===== src/rtl/core/mse_pkg.sv =====
package mse_pkg;

  // Element width; the payload structs below are fixed at this width.
  localparam int DATA_WIDTH = 32;

  typedef struct packed {
    logic signed [DATA_WIDTH-1:0] value;
    logic                         last;
  } item_t;

  typedef struct packed {
    logic signed [DATA_WIDTH-1:0] sorted_value;
    logic                         last_out;
    logic                         overflow;
  } result_t;

  typedef enum logic [2:0] {
    ST_LOAD,
    ST_PRIME,
    ST_MERGE,
    ST_EMIT_PRIME,
    ST_EMIT
  } state_t;

  // Commands from the controller to the datapath.
  typedef struct packed {
    logic load;       // a request is taken this cycle
    logic merge;      // one merge step: write one element to the destination
    logic emit_rd;    // read addresses follow the emit pointer
    logic emit_take;  // the output register loads the next sorted element
  } cmd_t;

  // Status from the datapath to the controller.
  typedef struct packed {
    logic single;     // the set closed by this request holds one element
    logic pass_end;   // this merge step writes the final element of a pass
    logic sort_done;  // the pass now ending is the final one
    logic emit_last;  // the element being emitted is the final one
    logic out_free;   // the output register can take a new result
  } status_t;

endpackage


===== src/rtl/core/mse_ctrl.sv =====
module mse_ctrl (
  input  logic             clk,
  input  logic             rst,
  input  logic             item_valid,
  input  logic             last,
  input  mse_pkg::status_t status,
  output logic             item_stall,
  output mse_pkg::cmd_t    cmd
);

  mse_pkg::state_t state;
  mse_pkg::state_t state_next;

  always_ff @(posedge clk) begin
    if (rst) begin
      state <= mse_pkg::ST_LOAD;
    end else begin
      state <= state_next;
    end
  end

  always_comb begin
    state_next = state;
    unique case (state)
      mse_pkg::ST_LOAD: begin
        if (item_valid && last) begin
          state_next = status.single ? mse_pkg::ST_EMIT_PRIME : mse_pkg::ST_PRIME;
        end
      end
      mse_pkg::ST_PRIME: begin
        state_next = mse_pkg::ST_MERGE;
      end
      mse_pkg::ST_MERGE: begin
        if (status.pass_end) begin
          state_next = status.sort_done ? mse_pkg::ST_EMIT_PRIME : mse_pkg::ST_PRIME;
        end
      end
      mse_pkg::ST_EMIT_PRIME: begin
        state_next = mse_pkg::ST_EMIT;
      end
      mse_pkg::ST_EMIT: begin
        if (status.out_free && status.emit_last) begin
          state_next = mse_pkg::ST_LOAD;
        end
      end
      default: begin
        state_next = mse_pkg::ST_LOAD;
      end
    endcase
  end

  always_comb begin
    item_stall    = 1'b1;
    cmd.load      = 1'b0;
    cmd.merge     = 1'b0;
    cmd.emit_rd   = 1'b0;
    cmd.emit_take = 1'b0;
    unique case (state)
      mse_pkg::ST_LOAD: begin
        item_stall = 1'b0;
        cmd.load   = item_valid;
      end
      mse_pkg::ST_PRIME: begin
      end
      mse_pkg::ST_MERGE: begin
        cmd.merge = 1'b1;
      end
      mse_pkg::ST_EMIT_PRIME: begin
        cmd.emit_rd = 1'b1;
      end
      mse_pkg::ST_EMIT: begin
        cmd.emit_rd   = 1'b1;
        cmd.emit_take = status.out_free;
      end
      default: begin
      end
    endcase
  end

endmodule


===== config.mk =====
export PLATFORM = sky130hd
export DESIGN_NAME = mse_ctrl
export DESIGN_NICKNAME = d
export VERILOG_FILES = /design/src/rtl/core/mse_pkg.sv /design/src/rtl/core/mse_ctrl.sv
export SDC_FILE = /design/constraint.sdc
export NUM_CORES = 1
export LEC_CHECK = 0
export ABC_CLOCK_PERIOD_IN_PS = 1320
export BUFFER_PORTS_ARGS = -buffer_cell sky130_fd_sc_hd__buf_4
export CAP_MARGIN = 20
export CORE_AREA = 2 2 39 41
export DETAILED_ROUTE_END_ITERATION = 6
export DIE_AREA = 0 0 41 43
export GPL_TIMING_DRIVEN = 0
export REMOVE_ABC_BUFFERS = 1
export SLEW_MARGIN = 10
export SYNTH_ARGS = -nofsm -noshare
export SYNTH_HDL_FRONTEND = slang
export SYNTH_SLANG_ARGS = --single-unit

===== constraint.sdc =====
create_clock -name clk -period 1.32 [get_ports clk]
set_input_delay 0 -clock clk [delete_from_list [all_inputs] [get_ports clk]]
set_output_delay 0 -clock clk [all_outputs]
set_load 0.005 [all_outputs]

# Yosys cells after proc, flatten, opt, wreduce, memory -nomap -nowiden
# Index checks and enable logic that the tools add are counted.
# classes
n_eq_ne	7
mux	11
n_reduce_logical	5
# ops
op	count
$pmux 3 s5	1
$mux 3	3
$eq 3x2->1 const B	2
$ne 2x2->1 const B	3
$mux 1	5
$mux 2	2
$eq 3x1->1 const B	1
$eq 3x3->1 const B	1
$logic_not 3->1	1
$reduce_and 3->1	1
$logic_and 1x1->1	2
$reduce_or 2->1	1
# word_totals
reg_bits	3
input_bits	9
output_inout_bits	5
wordCells	24

# Longest topological paths before layout
# depth
depth_word	3
depth_mapped	5
depth_no_buf	4

# Worst setup path before layout
# No wires, ideal clock.
# synth_path
path_kind	flip-flop to flip-flop
from	register state[0]
to	register state[1]
t_arrival_ns	1.008
setup_slack_ns	0.211
stages_incl_launch_ff	6
path_buffers	1
cell_sequence	dfxtp_1 > buf_6 > nand2b_4 > a2111oi_2 > o21ai_1 > o41ai_1
# synth_between
elab_chain_len	3
elab_cells_between_ends	10
cone_classes	eq/ne (7); mux (1); reduce/logical (2)
# synth_lines
element	line	text
start: declaration	mse_ctrl.sv:11	mse_pkg::state_t state;
start signal: assignment	mse_ctrl.sv:16	state <= mse_pkg::ST_LOAD;
start signal: assignment	mse_ctrl.sv:18	state <= state_next;
$eq 3x3->1 (tied with other cells)	mse_ctrl.sv:24	unique case (state)
$ne 2x2->1 (no line)	n/a	
$reduce_and 3->1 (no line)	n/a	
# Several ways; a longest one is shown, not always the timed one.
# A chain may end at the register's enable or synchronous reset.

==> impl_metrics.json <==
{
  "status": "completed",
  "die_h_um": 43,
  "number_of_flops_mapped_to_enable_cells_by_yosys": 0,
  "worst_skew_pair.late_latency_ps": 230,
  "drc": 0,
  "ys_top_cells_by_area": "dfxtp_1 (27%), a2111oi_2 (6.7%), nand2_1 (6.7%)",
  "hold_path_depth": 4,
  "timing.critical_path.cells": "or3_1 > nor2_1 > buf_4",
  "dpl.hpwl_um": 381,
  "synth_seq_area_share_pct": 26.8,
  "min-delay-path-class": "input pin to flop",
  "groute.usage.overall_pct": 7.63,
  "cpMaxStageDelayCell": "or3_1",
  "synth.ff_latch_count": 3,
  "max_clock_freq_ghz": 0.830,
  "finish.utilization_pct": 26.9,
  "synthesis.area_per_instance_um2": 7.72,
  "port-buffer-count": 13,
  "drive_gt1_share_pct": 41.3,
  "dr_total_vias": 254,
  "path_class": "flop to output port",
  "place_congestion": 0.617,
  "worst_setup_hold_path_clk_slew_ps": 40,
  "dr.first_iter.drc_count": 3,
  "crit_fanout": 9,
  "numCtsBuffers": 3,
  "setup_repair_after_global_routing_missed_its_margin": "no",
  "ff2ff_path_depth": 4,
  "maxSlewHeadroom_pct": 81.3,
  "critical_path_s_largest_stage_delay_ps": 390,
  "cts_sinks": 3,
  "largest_reg_flops": 3,
  "design.portCount": 14,
  "timing.setup.tns_ps": 0,
  "layout-area-overhead-vs-synth_pct": 66.5,
  "clock_tree.htree_level_count": 1,
  "largestRegisters": "state (3)",
  "fp.coreArea_um2": 1380,
  "cts_tree": "done",
  "timing.critical_path.max_delay_family": "simple AND/OR/NAND/NOR gates",
  "timing.final.max_slew_violations": 0,
  "hold_viol": 0,
  "timing.final.setup_violations": 0,
  "final_net_count": 56,
  "critical_path_end_type": "output port",
  "final.period_utilization_pct": 91.3,
  "cp.required_ps": 1320,
  "grt-ovfl-total": 0,
  "grt_first_pass_wirelength_um": 800,
  "initial_utilization_pct": 16.2,
  "post_cts_buffers": 0,
  "post_synth_inst_count": 29,
  "ctsLongestPathBuffers": 2,
  "clock-skew-final_ps": 1.01,
  "synth_flop_cell": "dfxtp_1",
  "antenna_violations_before_repair": 0,
  "wl_per_cell_um": 8.18,
  "synth_top_cell_area_share_pct": 26.8,
  "ant_nets": 0,
  "irDropWorstVdd_mv": 0.282,
  "drv_cap": 0,
  "yosysWarnings": 0,
  "post_drt_via_cell_ratio": 4.10,
  "floorplan.die.width_um": 41,
  "routed_wirelength_um": 507,
  "ctsRootBufferMaster": "clkbuf_4",
  "core.rowCount": 14,
  "worst-slew-pin-transition_ps": 277,
  "post_synth_instance_area_um2": 224,
  "largest-register": "state",
  "first_global_vias": 226,
  "die_area_um2": 1760,
  "synth_top_area_cell": "dfxtp_1",
  "cp_num_cells": 3,
  "netlist-cell-type-count": 20,
  "post_synth_arst_share_pct": 0,
  "synth.top_cells.by_count": "nand2_1 (4), nor2_1 (4), dfxtp_1 (3), a21oi_1 (2)",
  "finalCriticalPeriod_ps": 1210,
  "drt_pre_antenna_iters": 4,
  "fill_cell_count": 161,
  "pin_count_of_the_biggest_net_entering_global_routing": 10,
  "timing.critical_path.from_type": "flop",
  "power.static_leakage_uw": 0.000174,
  "antenna_fix_cells": 0,
  "timing.critical_path.buf_inv": 1,
  "power_density_nw_per_um2": 1160,
  "critPathArrivalTime_ps": 1210
}
[per-stage QoR]
step           std cells  power (µW)  setup slack [ps]  hold WS (ps)  area, µm²
6_report              62         434               115          84.7        373
5_1_grt               62         479              29.3           102        373
4_1_cts               62         445              64.5          82.0        372
3_5_place_dp          56         271               140           208        325
3_3_place_gp          56         271               125           207        325
2_1_floorplan         27         199               247          69.1        208
[where the power goes]
group          total (µW)  internal (µW)  leakage [µW]  switching [µW]
registers             131            105     0.0000249            25.8
clock network         161            113     0.0000150            47.3
logic                 143           88.0      0.000135            54.8
[repair_timing]
action,4_1_cts,5_1_grt
hold buffers,2,0
gates resized for setup,0,1
hold endpoints to repair,3,0
setup endpoints to repair,0,1
[path summary, 6_finish.rpt]
path                   from  endpoint  slack, ps
setup / recovery   state[2]    cmd[3]        110
hold reg to reg    state[2]  state[2]        570
hold / removal    status[1]  state[2]         80
setup reg to reg   state[0]  state[1]        140
[final cells by class]
cell class | count | area (µm²) | area share (%)
Inverter | 1 | 3.75 | 1.01
Clock buffer | 4 | 26.3 | 7.05
Tap cell | 16 | 20.0 | 5.37
Sequential cell | 3 | 61.3 | 16.4
Timing Repair Buffer | 15 | 118 | 31.5
Multi-Input combinational cell | 23 | 144 | 38.6
[metal layers]
layer / routed length, µm / vias to the layer above / GRT usage, %
met4: 0 / 0 / 10.0
met3: 28 / 0 / 4.71
met1: 197 / 112 / 5.47
met5: 0 / - / 0
li1: - / 138 / -
met2: 281 / 4 / 10.9
[cell families after synthesis]
family | count (synthesis) | share of synthesized area, %
AOI/OAI and AO/OA | 7 | 25.1
DFF | 3 | 26.8
and+or+nand+nor | 16 | 39.1
buffers and inverters | 3 | 8.93
[placed cells by master (no fill, tap or decap), drive strengths merged]
cell type	n
dfxtp	3
buf	13
nor4	1
nor2	4
or3	1
a2bb2oi	1
dlygate4sd3	2
a311oi	1
nand2	4
inv	1
o41ai	1
clkbuf	4
a2111oi	1
nand3b	1
o21ai	1
nor2b	1
nand2b	2
nand3	1
a21oi	2
and3	1
[tightest hold or removal path, delay by kind of cell]
kind            cells  cell delay [ps]
buf+inv             1               80
simple gates        2              130
compound gates      1               60
(Power assumes the default switching activity.)
